--- config.mk ---
export PLATFORM = sky130hd
export DESIGN_NAME = led_chaser_with_speed_keys_flat
export DESIGN_NICKNAME = d
export VERILOG_FILES = /design/src/lcs_pkg.sv /design/src/lcs_if.sv /design/src/lcs_dwell_adj.sv /design/src/lcs_seq.sv /design/src/led_chaser_with_speed_keys.sv /design/src/flat_wrapper.sv
export SDC_FILE = /design/constraint.sdc
export NUM_CORES = 1
export LEC_CHECK = 0
export BUFFER_PORTS_ARGS = -buffer_cell sky130_fd_sc_hd__buf_4
export CAP_MARGIN = 20
export CORE_MARGIN = 2
export CORE_UTILIZATION = 57
export DETAILED_ROUTE_END_ITERATION = 8
export PLACE_DENSITY = 0.79
export SYNTH_ARGS = -nofsm -noshare
export SYNTH_HDL_FRONTEND = slang
export SYNTH_SLANG_ARGS = --single-unit
--- constraint.sdc ---
create_clock -name clock -period 7.7 [get_ports clock]
set_input_delay 0 -clock clock [delete_from_list [all_inputs] [get_ports clock]]
set_output_delay 0 -clock clock [all_outputs]
set_load 0.05 [all_outputs]
--- src/lcs_pkg.sv ---
// Shared types, constants and pattern tables for the LED chaser with speed keys.
// No dependencies; every other file but lcs_if uses these through scoped names.
package lcs_pkg;

   // Dwell and countdown counter width
   localparam int COUNT_WIDTH = 17;
   localparam int STEP_W      = 16;
   localparam int LIMIT_W     = 17;
   localparam int CSR_DATA_W  = 17;
   localparam int CSR_IDX_W   = 2;
   localparam int IDX_W       = 4;
   // Common width for dwell arithmetic: room for a sum without wrap
   localparam int WIDE_W      = ((COUNT_WIDTH > LIMIT_W) ? COUNT_WIDTH : LIMIT_W) + 1;

   localparam longint unsigned COUNT_MAX_L = (64'd1 << COUNT_WIDTH) - 64'd1;
   localparam logic [COUNT_WIDTH-1:0] COUNT_MAX = COUNT_WIDTH'(COUNT_MAX_L);
   localparam longint unsigned DWELL_RESET = 64'd10000;
   localparam logic [COUNT_WIDTH-1:0] DWELL_RESET_LIM =
      COUNT_WIDTH'((DWELL_RESET > COUNT_MAX_L) ? COUNT_MAX_L : DWELL_RESET);

   // Mode codes
   localparam logic [1:0] MODE_TICK     = 2'd0;
   localparam logic [1:0] MODE_SWEEP    = 2'd1;
   localparam logic [1:0] MODE_CONVERGE = 2'd2;

   // Key codes
   localparam logic [7:0] KEY_FASTER = 8'd119;
   localparam logic [7:0] KEY_SLOWER = 8'd115;
   localparam logic [7:0] KEY_STOP   = 8'd27;

   // Register indexes
   localparam logic [CSR_IDX_W-1:0] CSR_DELAY_STEP    = 2'd0;
   localparam logic [CSR_IDX_W-1:0] CSR_DELAY_FLOOR   = 2'd1;
   localparam logic [CSR_IDX_W-1:0] CSR_DELAY_CEILING = 2'd2;

   // Register reset values
   localparam logic [STEP_W-1:0]  DELAY_STEP_RST    = 16'd1000;
   localparam logic [LIMIT_W-1:0] DELAY_FLOOR_RST   = 17'd1000;
   localparam logic [LIMIT_W-1:0] DELAY_CEILING_RST = 17'd100000;

   // Pattern lengths
   localparam logic [IDX_W-1:0] SWEEP_LEN    = 4'd14;
   localparam logic [IDX_W-1:0] CONVERGE_LEN = 4'd7;

   typedef struct packed {
      logic [1:0] mode;
      logic       key_valid;
      logic [7:0] key_code;
   } req_type;

   typedef struct packed {
      logic [7:0] leds;
      logic       running;
      logic       pattern_id;
   } rsp_type;

   typedef struct packed {
      logic [STEP_W-1:0]  delay_step;
      logic [LIMIT_W-1:0] delay_floor;
      logic [LIMIT_W-1:0] delay_ceiling;
   } csr_type;

   // LED value of one step; pattern 0 is the sweep, 1 the converge
   function automatic logic [7:0] pattern_value(input logic pat, input logic [IDX_W-1:0] idx);
      logic [7:0] val;
      val = 8'h00;
      if (pat) begin
         case (idx)
            4'd0:    val = 8'h81;
            4'd1:    val = 8'h42;
            4'd2:    val = 8'h24;
            4'd3:    val = 8'h18;
            4'd4:    val = 8'h18;
            4'd5:    val = 8'h24;
            4'd6:    val = 8'h42;
            default: val = 8'h00;
         endcase
      end else begin
         case (idx)
            4'd0:    val = 8'h80;
            4'd1:    val = 8'h40;
            4'd2:    val = 8'h20;
            4'd3:    val = 8'h10;
            4'd4:    val = 8'h08;
            4'd5:    val = 8'h04;
            4'd6:    val = 8'h02;
            4'd7:    val = 8'h01;
            4'd8:    val = 8'h02;
            4'd9:    val = 8'h04;
            4'd10:   val = 8'h08;
            4'd11:   val = 8'h10;
            4'd12:   val = 8'h20;
            4'd13:   val = 8'h40;
            default: val = 8'h00;
         endcase
      end
      return val;
   endfunction

   // Step index after an advance, wrapping at the pattern length
   function automatic logic [IDX_W-1:0] next_index(input logic pat, input logic [IDX_W-1:0] idx);
      logic [IDX_W-1:0] len;
      logic [IDX_W-1:0] inc;
      len = pat ? CONVERGE_LEN : SWEEP_LEN;
      inc = idx + IDX_W'(1);
      return (inc >= len) ? '0 : inc;
   endfunction

endpackage

--- src/lcs_if.sv ---
// Valid/ready channel interfaces for the request and response sides.
// Depends on nothing; payload fields match the chaser's item fields.
interface lcs_req_if;
   logic       valid;
   logic       ready;
   logic [1:0] mode;
   logic       key_valid;
   logic [7:0] key_code;

   modport source (output valid, output mode, output key_valid, output key_code, input ready);
   modport sink   (input valid, input mode, input key_valid, input key_code, output ready);
endinterface

interface lcs_rsp_if;
   logic       valid;
   logic       ready;
   logic [7:0] leds;
   logic       running;
   logic       pattern_id;

   modport source (output valid, output leds, output running, output pattern_id, input ready);
   modport sink   (input valid, input leds, input running, input pattern_id, output ready);
endinterface

--- src/lcs_dwell_adj.sv ---
// Speed key decode and dwell adjust: lowers, raises or keeps the active dwell.
// Depends on lcs_pkg.
module lcs_dwell_adj (
   input  logic [lcs_pkg::COUNT_WIDTH-1:0] dwell,
   input  logic                            key_valid,
   input  logic [7:0]                      key_code,
   input  lcs_pkg::csr_type                csr,
   output logic [lcs_pkg::COUNT_WIDTH-1:0] dwell_out,
   output logic                            stop
);

   logic [lcs_pkg::WIDE_W-1:0] dw_w;
   logic [lcs_pkg::WIDE_W-1:0] step_w;
   logic [lcs_pkg::WIDE_W-1:0] floor_w;
   logic [lcs_pkg::WIDE_W-1:0] ceil_raw;
   logic [lcs_pkg::WIDE_W-1:0] ceil_w;
   logic [lcs_pkg::WIDE_W-1:0] sum_w;
   logic [lcs_pkg::WIDE_W-1:0] diff_w;

   // Operands in one common width
   assign dw_w     = lcs_pkg::WIDE_W'(dwell);
   assign step_w   = lcs_pkg::WIDE_W'(csr.delay_step);
   assign floor_w  = lcs_pkg::WIDE_W'(csr.delay_floor);
   assign ceil_raw = lcs_pkg::WIDE_W'(csr.delay_ceiling);
   // Ceiling never above what the counter holds
   assign ceil_w   = (ceil_raw > lcs_pkg::WIDE_W'(lcs_pkg::COUNT_MAX)) ?
                     lcs_pkg::WIDE_W'(lcs_pkg::COUNT_MAX) : ceil_raw;
   assign sum_w    = dw_w + step_w;
   assign diff_w   = (dw_w >= step_w) ? (dw_w - step_w) : '0;

   // Key decode
   always_comb begin
      dwell_out = dwell;
      stop      = 1'b0;
      if (key_valid) begin
         case (key_code)
            lcs_pkg::KEY_FASTER: begin
               if (dw_w > floor_w) begin
                  dwell_out = diff_w[lcs_pkg::COUNT_WIDTH-1:0];
               end
            end
            lcs_pkg::KEY_SLOWER: begin
               dwell_out = (sum_w > ceil_w) ? ceil_w[lcs_pkg::COUNT_WIDTH-1:0] :
                                              sum_w[lcs_pkg::COUNT_WIDTH-1:0];
            end
            lcs_pkg::KEY_STOP: begin
               stop = 1'b1;
            end
            default: begin
               dwell_out = dwell;
            end
         endcase
      end
   end

endmodule

--- src/lcs_seq.sv ---
// Sequencer state: run flag, pattern, step, countdown, per-pattern dwell, LEDs.
// Depends on lcs_pkg and lcs_dwell_adj; updates once per accepted beat.
module lcs_seq (
   input  logic             clock,
   input  logic             reset,
   input  logic             fire,
   input  lcs_pkg::req_type item,
   input  lcs_pkg::csr_type csr,
   output lcs_pkg::rsp_type rsp_next
);

   logic                            active_ff, active_in;
   logic                            which_ff, which_in;
   logic [lcs_pkg::IDX_W-1:0]       idx_ff, idx_in;
   logic [lcs_pkg::COUNT_WIDTH-1:0] countdown_ff, countdown_in;
   logic [lcs_pkg::COUNT_WIDTH-1:0] dwell_ff [2];
   logic [lcs_pkg::COUNT_WIDTH-1:0] dwell_in [2];
   logic [7:0]                      leds_ff, leds_in;

   logic                            start;
   logic                            tick;
   logic                            start_pat;
   logic [lcs_pkg::COUNT_WIDTH-1:0] adj_dwell;
   logic                            adj_stop;

   assign start     = (item.mode == lcs_pkg::MODE_SWEEP) || (item.mode == lcs_pkg::MODE_CONVERGE);
   assign tick      = (item.mode == lcs_pkg::MODE_TICK) && active_ff;
   assign start_pat = (item.mode == lcs_pkg::MODE_CONVERGE);

   lcs_dwell_adj u_dwell_adj (
      .dwell     (dwell_ff[which_ff]),
      .key_valid (item.key_valid),
      .key_code  (item.key_code),
      .csr       (csr),
      .dwell_out (adj_dwell),
      .stop      (adj_stop)
   );

   // Next state for the beat in the input register
   always_comb begin
      active_in    = active_ff;
      which_in     = which_ff;
      idx_in       = idx_ff;
      countdown_in = countdown_ff;
      dwell_in[0]  = dwell_ff[0];
      dwell_in[1]  = dwell_ff[1];
      leds_in      = leds_ff;
      if (fire) begin
         if (start) begin
            which_in     = start_pat;
            idx_in       = '0;
            active_in    = 1'b1;
            leds_in      = lcs_pkg::pattern_value(start_pat, '0);
            countdown_in = dwell_ff[start_pat];
         end else if (tick) begin
            dwell_in[which_ff] = adj_dwell;
            if (adj_stop) begin
               active_in = 1'b0;
               leds_in   = 8'h00;
            end else if (countdown_ff <= lcs_pkg::COUNT_WIDTH'(1)) begin
               idx_in       = lcs_pkg::next_index(which_ff, idx_ff);
               leds_in      = lcs_pkg::pattern_value(which_ff, idx_in);
               countdown_in = adj_dwell;
            end else begin
               countdown_in = countdown_ff - lcs_pkg::COUNT_WIDTH'(1);
            end
         end
      end
   end

   assign rsp_next = '{leds: leds_in, running: active_in, pattern_id: which_in};

   // State registers
   always_ff @(posedge clock) begin
      if (reset) begin
         active_ff    <= 1'b0;
         which_ff     <= 1'b0;
         idx_ff       <= '0;
         countdown_ff <= '0;
         dwell_ff[0]  <= lcs_pkg::DWELL_RESET_LIM;
         dwell_ff[1]  <= lcs_pkg::DWELL_RESET_LIM;
         leds_ff      <= 8'h00;
      end else begin
         active_ff    <= active_in;
         which_ff     <= which_in;
         idx_ff       <= idx_in;
         countdown_ff <= countdown_in;
         dwell_ff[0]  <= dwell_in[0];
         dwell_ff[1]  <= dwell_in[1];
         leds_ff      <= leds_in;
      end
   end

   // LEDs are dark whenever the sequence is stopped
   a_dark_when_idle: assert property (@(posedge clock) disable iff (reset)
      !active_ff |-> (leds_ff == 8'h00))
      else $error("LEDs lit while sequence stopped");

   // Step index stays inside the selected pattern
   a_index_bound: assert property (@(posedge clock) disable iff (reset)
      (which_ff ? (idx_ff < lcs_pkg::CONVERGE_LEN) : (idx_ff < lcs_pkg::SWEEP_LEN)))
      else $error("step index outside pattern");

   // A start beat leaves the sequence running at its first step
   a_start_effect: assert property (@(posedge clock) disable iff (reset)
      (fire && start) |=> (active_ff && (idx_ff == '0) && (which_ff == $past(start_pat))))
      else $error("start beat did not restart the sequence");

endmodule

--- src/led_chaser_with_speed_keys.sv ---
// Top level of the LED chaser: input register, sequencer, result register, CSRs.
// Depends on lcs_pkg, lcs_if, lcs_seq (which uses lcs_dwell_adj).

// One request beat is taken every clock cycle while the input register is
// free or moving on; each beat yields exactly one response beat, the LED
// pattern, run flag and pattern id as they stand after that beat. A beat
// lands in the input register, the sequencer updates its state in one pass
// and the result enters the output register once that is free or read.
// The two registers let a request in while a finished response awaits ready.
// Mode 1 or 2 starts the sweep or the converge pattern; mode 0 is a tick that
// counts down the dwell, with keys w and s changing the dwell of the running
// pattern and escape stopping it. Write the delay registers only while idle.
module led_chaser_with_speed_keys (
   input  logic                             clock,
   input  logic                             reset,
   lcs_req_if.sink                          req_bus,
   lcs_rsp_if.source                        rsp_bus,
   input  logic                             csr_write_en,
   input  logic [lcs_pkg::CSR_IDX_W-1:0]    csr_index,
   input  logic [lcs_pkg::CSR_DATA_W-1:0]   csr_wdata
);

   logic             in_valid_ff, in_valid_in;
   lcs_pkg::req_type in_item_ff;
   logic             out_valid_ff, out_valid_in;
   lcs_pkg::rsp_type out_item_ff;
   lcs_pkg::csr_type csr_ff, csr_in;
   lcs_pkg::rsp_type rsp_next;
   logic             advance;
   logic             req_fire;

   // Pipeline flow: input register moves on when the result slot frees up
   assign advance      = in_valid_ff && (!out_valid_ff || rsp_bus.ready);
   assign req_bus.ready = !in_valid_ff || advance;
   assign req_fire     = req_bus.valid && req_bus.ready;
   assign in_valid_in  = req_fire ? 1'b1 : (advance ? 1'b0 : in_valid_ff);
   assign out_valid_in = advance ? 1'b1 : ((rsp_bus.ready) ? 1'b0 : out_valid_ff);

   always_ff @(posedge clock) begin
      if (reset) begin
         in_valid_ff  <= 1'b0;
         out_valid_ff <= 1'b0;
      end else begin
         in_valid_ff  <= in_valid_in;
         out_valid_ff <= out_valid_in;
      end
   end

   // Payload registers
   always_ff @(posedge clock) begin
      if (req_fire) begin
         in_item_ff <= '{mode: req_bus.mode, key_valid: req_bus.key_valid,
                         key_code: req_bus.key_code};
      end
      if (advance) begin
         out_item_ff <= rsp_next;
      end
   end

   // Configuration registers
   always_comb begin
      csr_in = csr_ff;
      if (csr_write_en) begin
         case (csr_index)
            lcs_pkg::CSR_DELAY_STEP:    csr_in.delay_step    = csr_wdata[lcs_pkg::STEP_W-1:0];
            lcs_pkg::CSR_DELAY_FLOOR:   csr_in.delay_floor   = csr_wdata[lcs_pkg::LIMIT_W-1:0];
            lcs_pkg::CSR_DELAY_CEILING: csr_in.delay_ceiling = csr_wdata[lcs_pkg::LIMIT_W-1:0];
            default:                    csr_in = csr_ff;
         endcase
      end
   end

   always_ff @(posedge clock) begin
      if (reset) begin
         csr_ff <= '{delay_step: lcs_pkg::DELAY_STEP_RST,
                     delay_floor: lcs_pkg::DELAY_FLOOR_RST,
                     delay_ceiling: lcs_pkg::DELAY_CEILING_RST};
      end else begin
         csr_ff <= csr_in;
      end
   end

   lcs_seq u_seq (
      .clock    (clock),
      .reset    (reset),
      .fire     (advance),
      .item     (in_item_ff),
      .csr      (csr_ff),
      .rsp_next (rsp_next)
   );

   assign rsp_bus.valid      = out_valid_ff;
   assign rsp_bus.leds       = out_item_ff.leds;
   assign rsp_bus.running    = out_item_ff.running;
   assign rsp_bus.pattern_id = out_item_ff.pattern_id;

endmodule

--- src/flat_wrapper.sv ---
// flat-port wrapper written by rule: the top's interface ports become plain ports
module led_chaser_with_speed_keys_flat 
  (clock, reset, csr_write_en, csr_index, csr_wdata, req_bus_valid, req_bus_mode, req_bus_key_valid, req_bus_key_code, req_bus_ready, rsp_bus_valid, rsp_bus_leds, rsp_bus_running, rsp_bus_pattern_id, rsp_bus_ready);
  lcs_req_if req_bus_i ();
  lcs_rsp_if rsp_bus_i ();
  input  logic clock;
  input  logic reset;
  input  logic csr_write_en;
  input  logic [lcs_pkg::CSR_IDX_W-1:0] csr_index;
  input  logic [lcs_pkg::CSR_DATA_W-1:0] csr_wdata;
  input wire logic [$bits(req_bus_i.valid)-1:0] req_bus_valid;
  input wire logic [$bits(req_bus_i.mode)-1:0] req_bus_mode;
  input wire logic [$bits(req_bus_i.key_valid)-1:0] req_bus_key_valid;
  input wire logic [$bits(req_bus_i.key_code)-1:0] req_bus_key_code;
  output wire logic [$bits(req_bus_i.ready)-1:0] req_bus_ready;
  output wire logic [$bits(rsp_bus_i.valid)-1:0] rsp_bus_valid;
  output wire logic [$bits(rsp_bus_i.leds)-1:0] rsp_bus_leds;
  output wire logic [$bits(rsp_bus_i.running)-1:0] rsp_bus_running;
  output wire logic [$bits(rsp_bus_i.pattern_id)-1:0] rsp_bus_pattern_id;
  input wire logic [$bits(rsp_bus_i.ready)-1:0] rsp_bus_ready;
  assign req_bus_i.valid = req_bus_valid;
  assign req_bus_i.mode = req_bus_mode;
  assign req_bus_i.key_valid = req_bus_key_valid;
  assign req_bus_i.key_code = req_bus_key_code;
  assign req_bus_ready = req_bus_i.ready;
  assign rsp_bus_valid = rsp_bus_i.valid;
  assign rsp_bus_leds = rsp_bus_i.leds;
  assign rsp_bus_running = rsp_bus_i.running;
  assign rsp_bus_pattern_id = rsp_bus_i.pattern_id;
  assign rsp_bus_i.ready = rsp_bus_ready;
  led_chaser_with_speed_keys u_core (.clock(clock), .reset(reset), .req_bus(req_bus_i), .rsp_bus(rsp_bus_i), .csr_write_en(csr_write_en), .csr_index(csr_index), .csr_wdata(csr_wdata));
endmodule
# Yosys cells after proc, flatten, opt, wreduce, memory -nomap -nowiden
# Memories as Yosys holds them, arrays and structs flattened. A register that Yosys moved wholly into a read port is not among the register bits.
# Index checks and enable logic that the tools add are counted.
dict set report classes {
  n_addsub 4
  n_lt_le_gt_ge 8
  n_eq_ne 14
  mux 48
  n_bitwise 3
  n_reduce_logical 24
}
# cell n
set ops {}
lappend ops {{17-bit 2-to-1 mux} 12}
lappend ops {{34-bit 2-to-1 mux} 3}
lappend ops {{8-bit 2-to-1 mux} 6}
lappend ops {{34-bit bitwise mux} 1}
lappend ops {{17-bit one-hot mux with 2 select lines} 1}
lappend ops {{8-bit one-hot mux with 4 select lines} 1}
lappend ops {{4-bit 2-to-1 mux} 6}
lappend ops {{17-bit by 16-bit adder with 18-bit output} 1}
lappend ops {{18-bit greater-than comparator} 1}
lappend ops {{17-bit demux with 1-bit select} 1}
lappend ops {{17-bit by 16-bit >= comparator with 1-bit output} 1}
lappend ops {{17-bit greater-than comparator} 1}
lappend ops {{17-bit greater-than comparator (second input constant)} 1}
lappend ops {{17-bit by 1-bit <= comparator with 1-bit output (second input constant)} 1}
lappend ops {{1-bit 2-to-1 mux} 17}
lappend ops {{17-bit by 1-bit subtractor with 17-bit output (second input constant)} 1}
lappend ops {{17-bit by 16-bit subtractor with 17-bit output} 1}
lappend ops {{8-bit by 7-bit == test with 1-bit output (second input constant)} 2}
lappend ops {{4-bit by 3-bit == test with 1-bit output (second input constant)} 3}
lappend ops {{4-bit by 2-bit == test with 1-bit output (second input constant)} 2}
lappend ops {{8-bit by 5-bit == test with 1-bit output (second input constant)} 1}
lappend ops {{2-bit nonzero test} 4}
lappend ops {{2-bit AND reduction} 3}
lappend ops {{2-bit OR reduction} 3}
lappend ops {{17 further kinds} 27}
dict set report totals {
  regBits 104
  ramBits 34
  romBits 128
  inputBits 35
  output_inout_bits 12
  word_cells 119
  mem_count 2
}
# memory depth word_bits rd rd_clocked_by_memory_dff write_ports line
set mem_list {}
lappend mem_list {{(name not given)} 16 8 1 0 0 lcs_pkg.sv:79} ;# case (idx)
lappend mem_list {u_core.u_seq.dwell_ff 2 17 4 1 2 lcs_seq.sv:16} ;# logic [lcs_pkg::COUNT_WIDTH-1:0] dwell_ff [2];

# Depth between registers and ports, before layout
# Gate-level depths: netlist (run 1).
dict set report depth {
  depth_word 12
  mapped_depth 24
  ltp_nobuf 20
}

# By module
# Synthesis (run 1) repeated with hierarchy kept, for this count alone.
dict set report unflattened {
  cells_unflattened 1153
  hier_area_um2 9783.1
}
# mod n_inst cells_per_inst area_per_inst_um2
set by_module_without_submodules {}
lappend by_module_without_submodules {lcs_seq 1 504 3940.0}
lappend by_module_without_submodules {lcs_dwell_adj 1 426 3069.2}
lappend by_module_without_submodules {led_chaser_with_speed_keys 1 223 2773.9}

# Least setup slack after synthesis (run 1)
# No wires, ideal clock.
dict set report synth_timing {
  path_kind {register to register}
  from {register u_core.u_seq.which_ff}
  to {memory u_core.u_seq.dwell_ff[0][8] (netlist bit)}
  setup_ns 0.138
  t_arrival_ns 5.107
  required_ns 7.562
  path_slack_ns 2.455
  stages_incl_launch_ff 24
  path_buffers 5
  synth_period_minus_slack_ns 5.245
  cell_sequence {dfxtp_1 > clkbuf_1 > buf_1 > mux2_2 > ha_1 > buf_6 > or2_0 > or3_1 > o221a_2 > o32ai_4 > a21oi_1 > xnor2_1 > inv_1 > ha_1 > a21o_1 > a2111oi_0 > nand3_1 > o211ai_1 > o21a_1 > buf_6 > buf_6 > mux2_2 > a21boi_1 > a21oi_1}
}
# item line
set synth_lines {}
lappend synth_lines {{start, declared} lcs_seq.sv:13} ;# logic which_ff, which_in;
lappend synth_lines {{start signal, assigned} lcs_seq.sv:85} ;# which_ff <= which_in;
lappend synth_lines {{end, declared} lcs_seq.sv:16}

==> results.txt, run 1 <==
----------------------------------------------------
[Outcome]
  Run status ... complete, no violations

[Yosys]
  Library cell with the largest summed area after synthesis ... dfxtp_1
  Cell types with the largest area share after synthesis ... dfxtp_1 (25%), ha_1 (9.7%), edfxtp_1 (6.7%)
  Synthesized instance count ... 1177
  Area share of the largest cell type after synthesis ... 24.8%
  Sequential share of the synthesized area ... 31.4%
  Mean Syn Cell Area ... 8.04 sq um
  Yosys Warn Count ... 0
  Flip-flop cell with the highest count after synthesis ... dfxtp_1
  Count of state elements after synthesis ... 138
  Number of nets in the synthesized netlist ... 1287
  Mapped Area ... 9460 sq um
  Async set-reset flop share out of synthesis ... 0%
  Count of flip-flops with a built-in enable after synthesis ... 21
  Unique cell type count in the Yosys netlist ... 73

[Clock tree]
  Clock-pin slew reported for the worst setup and hold paths after clock tree synthesis ... 0.06 ns
  Htree depth ... 4
  Number of clock sinks ... 138
  Number of gates given a new drive strength after cts ... 0
  Clock tree from TritonCTS ... yes
  Skew-Pair Late Insertion Delay ... 0.43 ns
  Maximum buffer depth of the clock tree ... 2
  # Post-CTS Setup Buffers ... 0
  Number of buffers added by the clock tree synthesis step ... 17
  Library cell used as clock root buffer ... clkbuf_16

[Critical path]
  Slowest cell on the critical path ... dfxtp_1
  Worst path most repeated cell ... a2111oi_0
  Required arrival time at the worst endpoint ... 7.96 ns
  Worst path cell trace ... mux2_2 > ha_1 > inv_1 > a2111oi_0 > o211ai_1 > a2111oi_0 > a31oi_1 > and2_1 > ha_1 > a21oi_1 > a21oi_1 > a2111oi_0 > nand3_1 > o211ai_1 > o21a_1 > mux2_2 > a221oi_2 > a211oi_1
  Maximum fanout along the worst path ... 19
  Setup crit end kind ... register
  Type of the worst setup path ... reg -> reg
  Crit path arrival time ... 6.60 ns
  Critical path's largest stage delay ... 0.80 ns
  Worst reg2reg setup slack ... 1.36 ns
  Startpoint type of the worst setup path ... register

[Detailed routing]
  Pre-antenna DRT Iters ... 6
  DRT antenna net count ... 0
  Avg WL per Cell ... 18.7 um
  Starting DRT DRC Count ... 890
  Detailed-route via count ... 8881
  Detail-routed via count per cell ... 6.12
  # DRC ... 0
  WL final ... 27100 um

[GRT]
  Overall routing resource usage ... 30.8%
  First-pass GRT wire length ... 43400 um
  Vias in the first global route ... 8470
  Largest net degree at the start of global routing ... 101
  Number of antenna violations at the first check in global routing ... 0
  Total grt overflow ... 0

[Power and ir drop]
  Power Internal ... 1.30 mW
  Power share of the sequential group ... 41.6%
  Clock Power Share ... 41.7%
  Switch share ... 30.4%
  Power share of the combinational group ... 16.7%
  Leakage component of the power ... 4.32 nW
  Areal power density over the cells ... 174 nW/um^2
  Maximum resistive drop on vdd ... 160 uV
  Psw ... 0.567 mW

[Floorplan]
  Overall die height ... 133 um
  DIE AREA ... 17600 sq um
  Top-level I/O count ... 47
  Placeable core area ... 16400 sq um
  Initial core utilization ... 57.7%
  Die Wd ... 133 um
  FP Rows ... 47

[Hold path]
  Path category of the worst min-delay check ... in -> reg

[Cells and area]
  Layout Nets ... 1327
  Final design area excluding fillers ... 10800 sq um
  Fillcell total ... 1393
  Multi-input combinational cell area ... 5940 sq um
  Layout overhead on the synthesized area ... 13.6%
  Share of cells above drive strength 1 ... 11.6%
  Sequential Area ... 2970 sq um
  Antenna diode count ... 0

[STA]
  Fin Setup TNS ... 0 ns
  Worst-Margin Slew ... 1.09 ns
  Final period util ... 82.3%
  Final-report setup violation count ... 0
  Worst slew slack as a fraction of its limit ... 27.5%
  Achievable Freq ... 158 MHz
  Max Clock Skew ... 0.00881 ns
  Unrepaired setup endpoints after global routing ... false
  Final-report hold violation count ... 0
  Minimum period implied by the final worst setup slack ... 6.34 ns
  Count of pins over their slew limit ... 0

[Placement]
  Final estimated routing congestion in global placement ... 0.996
  IO buf count ... 46
  Standard cell area after detailed placement ... 9870 sq um
  HPWL after detailed placement ... 19600 um

[Run]
  Max-cap viol count ... 0

----------------------------------------------------
## metrics by stage
stage,setup slack [ns],instances,hold slack [ns],utilization [%],total power [mW]
6_report,1.36,1450,0.121,65.5,1.87
2_1_floorplan,2.46,1177,0.0989,-,0.995
5_1_grt,1.01,1450,0.136,65.5,1.93
3_5_place_dp,1.55,1386,0.179,60.2,1.08
4_1_cts,1.51,1450,0.113,65.5,1.86
3_3_place_gp,1.71,1386,0.179,60.2,1.08
## per-layer routing
| layer | track usage, % | routed length (um) | part of all wire, % | vias to the layer above |
|---|---|---|---|---|
| met5 | 0 | 0 | 0 | - |
| met4 | 10.3 | 674 | 2.5 | 0 |
| met3 | 5.06 | 1580 | 5.8 | 49 |
| met2 | 52.7 | 13100 | 48 | 367 |
| met1 | 39.5 | 11800 | 43 | 4194 |
| li1 | - | - | - | 4271 |
## layout by cell type (no fill, tap or decap), types with 27 or more instances in the layout
master         count
a211oi_1          36
a21oi_1          108
buf_4             53
dfxtp_1          117
dlygate4sd3_1     32
ha_1              73
inv_1             76
mux2_2            41
nand2_1          128
nor2_1           129
nor3_1            34
o21ai_0           43
xnor2_1           27
## sequential cells by signal (all words and copies together), names as in the netlist
name / cells
u_core.u_seq.countdown_ff: 17
u_core.rsp_bus.valid: 1
u_core.u_seq.active_ff: 1
u_core.in_item_ff: 11
u_core.rsp_bus.running: 1
u_core.rsp_bus.pattern_id: 1
u_core.u_seq.idx_ff: 4
u_core.u_seq.which_ff: 1
u_core.u_seq.dwell_ff: 34
u_core.u_seq.leds_ff: 8
u_core.rsp_bus.leds: 8
u_core.csr_ff: 50
u_core.in_valid_ff: 1
## path summary, 6_finish.rpt
kind                                             from  cells past startpoint                     endpoint
worst max-delay path            u_core.u_seq.which_ff                     18  u_core.u_seq.dwell_ff[0][3]
worst max register to register  u_core.u_seq.which_ff                     18  u_core.u_seq.dwell_ff[0][3]
worst min-delay path                     csr_index[0]                      5            u_core.csr_ff[38]
worst min register to register      u_core.csr_ff[33]                      2            u_core.csr_ff[33]
## cells in the mapped netlist (3+ instances only)
master	count
nor2_1	129
nand2_1	128
dfxtp_1	117
a21oi_1	108
inv_1	76
ha_1	73
clkbuf_1	51
o21ai_0	43
mux2_2	41
a211oi_1	36
nor3_1	34
xnor2_1	27
a211o_1	26
nor2b_1	23
edfxtp_1	21
nand3_1	19
a221oi_1	17
and2_1	17
xor2_1	16
nand2b_1	11
or3_1	10
and3_1	9
buf_1	9
mux2i_1	8
a21o_1	7
a31oi_1	7
nor4_1	7
o211ai_1	7
nand4_1	6
a2111oi_0	5
nand3b_1	5
nor3b_1	5
o21bai_1	5
a22oi_1	4
o21a_1	4
o21ai_1	4
o31ai_1	4
a221o_1	3
a221oi_2	3
a311o_1	3
a31o_2	3
buf_6	3
## final cells by class
class | count | share of cell area (%)
Sequential cell | 138 | 27.7
Inverter | 77 | 2.69
Clock inverter | 15 | 1.22
Timing Repair Buffer | 85 | 6.68
Clock buffer | 17 | 3.96
Multi-Input combinational cell | 898 | 55.2
Tap cell | 220 | 2.56
## power groups by stage
stage	registers (mW)	clock network, mW	logic (mW)
6_report	0.776	0.779	0.311
5_1_grt	0.778	0.814	0.340
4_1_cts	0.775	0.780	0.305
3_5_place_dp	0.791	0	0.289
3_3_place_gp	0.790	0	0.285
2_1_floorplan	0.792	0	0.203
## cell families after synthesis
kind of cell               Yosys count  synth area share (%)
muxes                               49                  5.73
xor gates and xnor gates            43                  3.98
and+or+nand+nor                    417                  20.5
AOI/OAI and AO/OA                  314                  22.5
DFF                                138                  31.4
buffers and inverters              141                  5.85
adders and majority gates           75                  10.1
## timing repair
action / 4_1_cts / 5_1_grt
endpoints found under the setup margin: 0 / 0
hold endpoints to repair: 73 / 0
hold buffers: 32 / 0
## critical path: cells and delay by family (launching register included)
family	cells	cell delay, ns
buf+inv	1	0.16
flops	1	0.80
compound gates	11	3.15
mux	2	0.91
fa+ha+maj	2	0.83
simple gates	2	0.31
Note: power is estimated with default switching activity, not from simulation.
==> run 2: changes to the inputs <==
==> constraint.sdc (replaced) <==
create_clock -name clock -period 6.6 [get_ports clock]
set_input_delay 0 -clock clock [delete_from_list [all_inputs] [get_ports clock]]
set_output_delay 0 -clock clock [all_outputs]
set_load 0.05 [all_outputs]
==> run 2 against run 1 <==
  * Clock power increased by 21%
  * Worst hold slack lost 0.11 ns
  * Critical path depth stayed put
  * Via count increased by 0.27%
  * Global-route usage shrank 0.15 points
  * Die area unchanged
  * Clock skew barely moved
  * Largest cell class unchanged
  * Largest power group unchanged
==> results.txt, run 2 (synthesized netlist as in run 1, its figures left out) <==
----------------------------------------------------
[Outcome]
  Run status ... complete, no violations

[Floorplan]
  Placeable core area ... 16400 sq um
  Top-level I/O count ... 47
  Initial core utilization ... 57.7%
  FP Rows ... 47
  DIE AREA ... 17600 sq um
  Overall die height ... 133 um
  Die Wd ... 133 um

[Detailed routing]
  Avg WL per Cell ... 18.5 um
  Detailed-route via count ... 8905
  DRT antenna net count ... 0
  Detail-routed via count per cell ... 6.13
  Pre-antenna DRT Iters ... 6
  # DRC ... 0
  WL final ... 26800 um
  Starting DRT DRC Count ... 864

[GRT]
  Overall routing resource usage ... 30.6%
  Largest net degree at the start of global routing ... 75
  Number of antenna violations at the first check in global routing ... 0
  Total grt overflow ... 0
  First-pass GRT wire length ... 43200 um
  Vias in the first global route ... 8522

[Critical path]
  Startpoint type of the worst setup path ... register
  Startpoint of the worst-slack reg-to-reg timing path ... u_core.u_seq.which_ff
  Critical path's largest stage delay ... 0.73 ns
  Required arrival time at the worst endpoint ... 6.87 ns
  Setup crit end kind ... register
  Maximum fanout along the worst path ... 17
  Worst path cell trace ... mux2_2 > ha_1 > inv_1 > a2111oi_0 > o211ai_1 > a2111oi_0 > a31oi_1 > and2_1 > ha_1 > a21oi_1 > a21oi_1 > a2111oi_0 > nand3_1 > o211ai_1 > o21a_2 > mux2_2 > a221oi_1 > a2111oi_0
  Cells on worst reg2reg path ... 18
  Type of the worst setup path ... reg -> reg
  Worst path buffer plus inverter count ... 1
  Endpoint of the worst-slack reg-to-reg timing path ... u_core.u_seq.countdown_ff[15]
  Slowest cell on the critical path ... dfxtp_1
  Worst path most repeated cell ... a2111oi_0
  Category of cells accounting for the largest share of critical-path delay ... compound AO/OA/AOI/OAI gates
  Worst reg2reg setup slack ... 0.84 ns
  Crit path arrival time ... 6.03 ns

[Clock tree]
  Number of buffers added by the clock tree synthesis step ... 17
  Number of clock sinks ... 138
  Clock-pin slew reported for the worst setup and hold paths after clock tree synthesis ... 0.06 ns
  Clock tree from TritonCTS ... yes
  Skew-Pair Late Insertion Delay ... 0.43 ns
  Library cell used as clock root buffer ... clkbuf_16
  Htree depth ... 4
  Maximum buffer depth of the clock tree ... 2

[Placement]
  Standard cell area after detailed placement ... 9900 sq um
  IO buf count ... 46
  Final estimated routing congestion in global placement ... 0.947
  DP Worst Slack ... 0.709 ns
  Number of cells after detailed placement ... 1389
  HPWL after detailed placement ... 19500 um

[Power and ir drop]
  Power share of the sequential group ... 41.0%
  Areal power density over the cells ... 205 nW/um^2
  Switch share ... 28.6%
  Clock Power Share ... 42.6%
  Leakage component of the power ... 4.34 nW
  Psw ... 0.630 mW
  Power Internal ... 1.58 mW
  Power share of the combinational group ... 16.3%
  Maximum resistive drop on vdd ... 196 uV

[Cells and area]
  Share of cells above drive strength 1 ... 11.8%
  Antenna diode count ... 0
  Commonest cells after routing, fill and taps aside ... nor2_1 (129), nand2_1 (128), dfxtp_1 (117)
  Fillcell total ... 1365
  Layout Nets ... 1329
  Flip-flop count of the largest register, all copies and words added ... 50
  Non-filler instance count after layout ... 1452
  Layout overhead on the synthesized area ... 14.0%
  Final design area excluding fillers ... 10800 sq um
  Most common cell after layout, fill and taps aside ... nor2_1
  Largest registers ... u_core.csr_ff: 50 flops, u_core.u_seq.dwell_ff: 34 flops, u_core.u_seq.countdown_ff: 17 flops
  Register with the most flip-flops ... u_core.csr_ff

[STA]
  Final period util ... 87.3%
  Max Clock Skew ... 0.00890 ns
  Unrepaired setup endpoints after global routing ... false
  Count of pins over their slew limit ... 0
  Worst setup slack after layout ... 0.835 ns
  Fin Setup TNS ... 0 ns
  Worst-Margin Slew ... 1.08 ns
  Worst slew slack as a fraction of its limit ... 28.1%
  Minimum period implied by the final worst setup slack ... 5.76 ns
  Achievable Freq ... 173 MHz
  Final-report hold violation count ... 0
  Final-report setup violation count ... 0

[Hold path]
  Path category of the worst min-delay check ... in -> reg
  Hold path startpoint ... reset
  Instance count along the most critical hold path ... 2
  Hold Path End ... u_core.u_seq.idx_ff[0]

[Run]
  Max-cap viol count ... 0

----------------------------------------------------
## run 2: power by group through the flow
| stage | clock network, mW | logic [mW] | registers, mW |
|---|---|---|---|
| 2_1_floorplan | 0 | 0.237 | 0.924 |
| 3_3_place_gp | 0 | 0.332 | 0.922 |
| 3_5_place_dp | 0 | 0.336 | 0.923 |
| 4_1_cts | 0.952 | 0.354 | 0.904 |
| 5_1_grt | 0.985 | 0.394 | 0.908 |
| 6_report | 0.941 | 0.361 | 0.905 |
## run 2: cell type report
| type | instances | area (sq um) | area share (%) |
|---|---|---|---|
| repair buffers | 87 | 731 | 6.78 |
| clock inverters | 15 | 149 | 1.38 |
| flip-flops and latches | 138 | 2970 | 27.6 |
| well taps | 220 | 275 | 2.55 |
| inverters | 77 | 289 | 2.68 |
| clock buffers | 17 | 425 | 3.95 |
| multi-input cells | 898 | 5940 | 55.1 |
## run 2: how the worst max path moves through the flow
stage | from | to | slack (ns) | depth (start not counted)
finish | u_core.u_seq.which_ff | u_core.u_seq.countdown_ff[15] | 0.84 | 18
global route | u_core.u_seq.which_ff | u_core.u_seq.countdown_ff[1] | 0.21 | 18
CTS | u_core.u_seq.which_ff | u_core.u_seq.countdown_ff[15] | 0.71 | 18
detailed placement | u_core.u_seq.which_ff | u_core.u_seq.dwell_ff[1][15] | 0.71 | 18
global placement | u_core.u_seq.which_ff | u_core.u_seq.dwell_ff[0][15] | 0.84 | 18
floorplan | u_core.u_seq.which_ff | u_core.u_seq.dwell_ff[0][8] | 1.36 | 23
## run 2: metal layers
metal	track usage [%]	wire (um)	vias up
met5	0	0	-
met4	13.4	991	0
met3	5.75	1680	74
met2	50.7	12600	375
met1	39.0	11500	4182
li1	-	-	4274
## run 2: what timing repair did
action                                  in CTS  in global routing
setup buffers                                0                  0
hold buffers                                31                  0
endpoints found under the setup margin       0                  3
resized for setup                            0                  1
hold endpoints to repair                    63                  0
## run 2: stage by stage
stage	hold WS (ns)	total power, mW	utilization (%)
floorplan	0.0989	1.16	-
global placement	0.178	1.25	60.3
detailed placement	0.179	1.26	60.3
CTS	0.00151	2.21	65.7
global route	0.0383	2.29	65.7
finish	0.00849	2.21	65.7
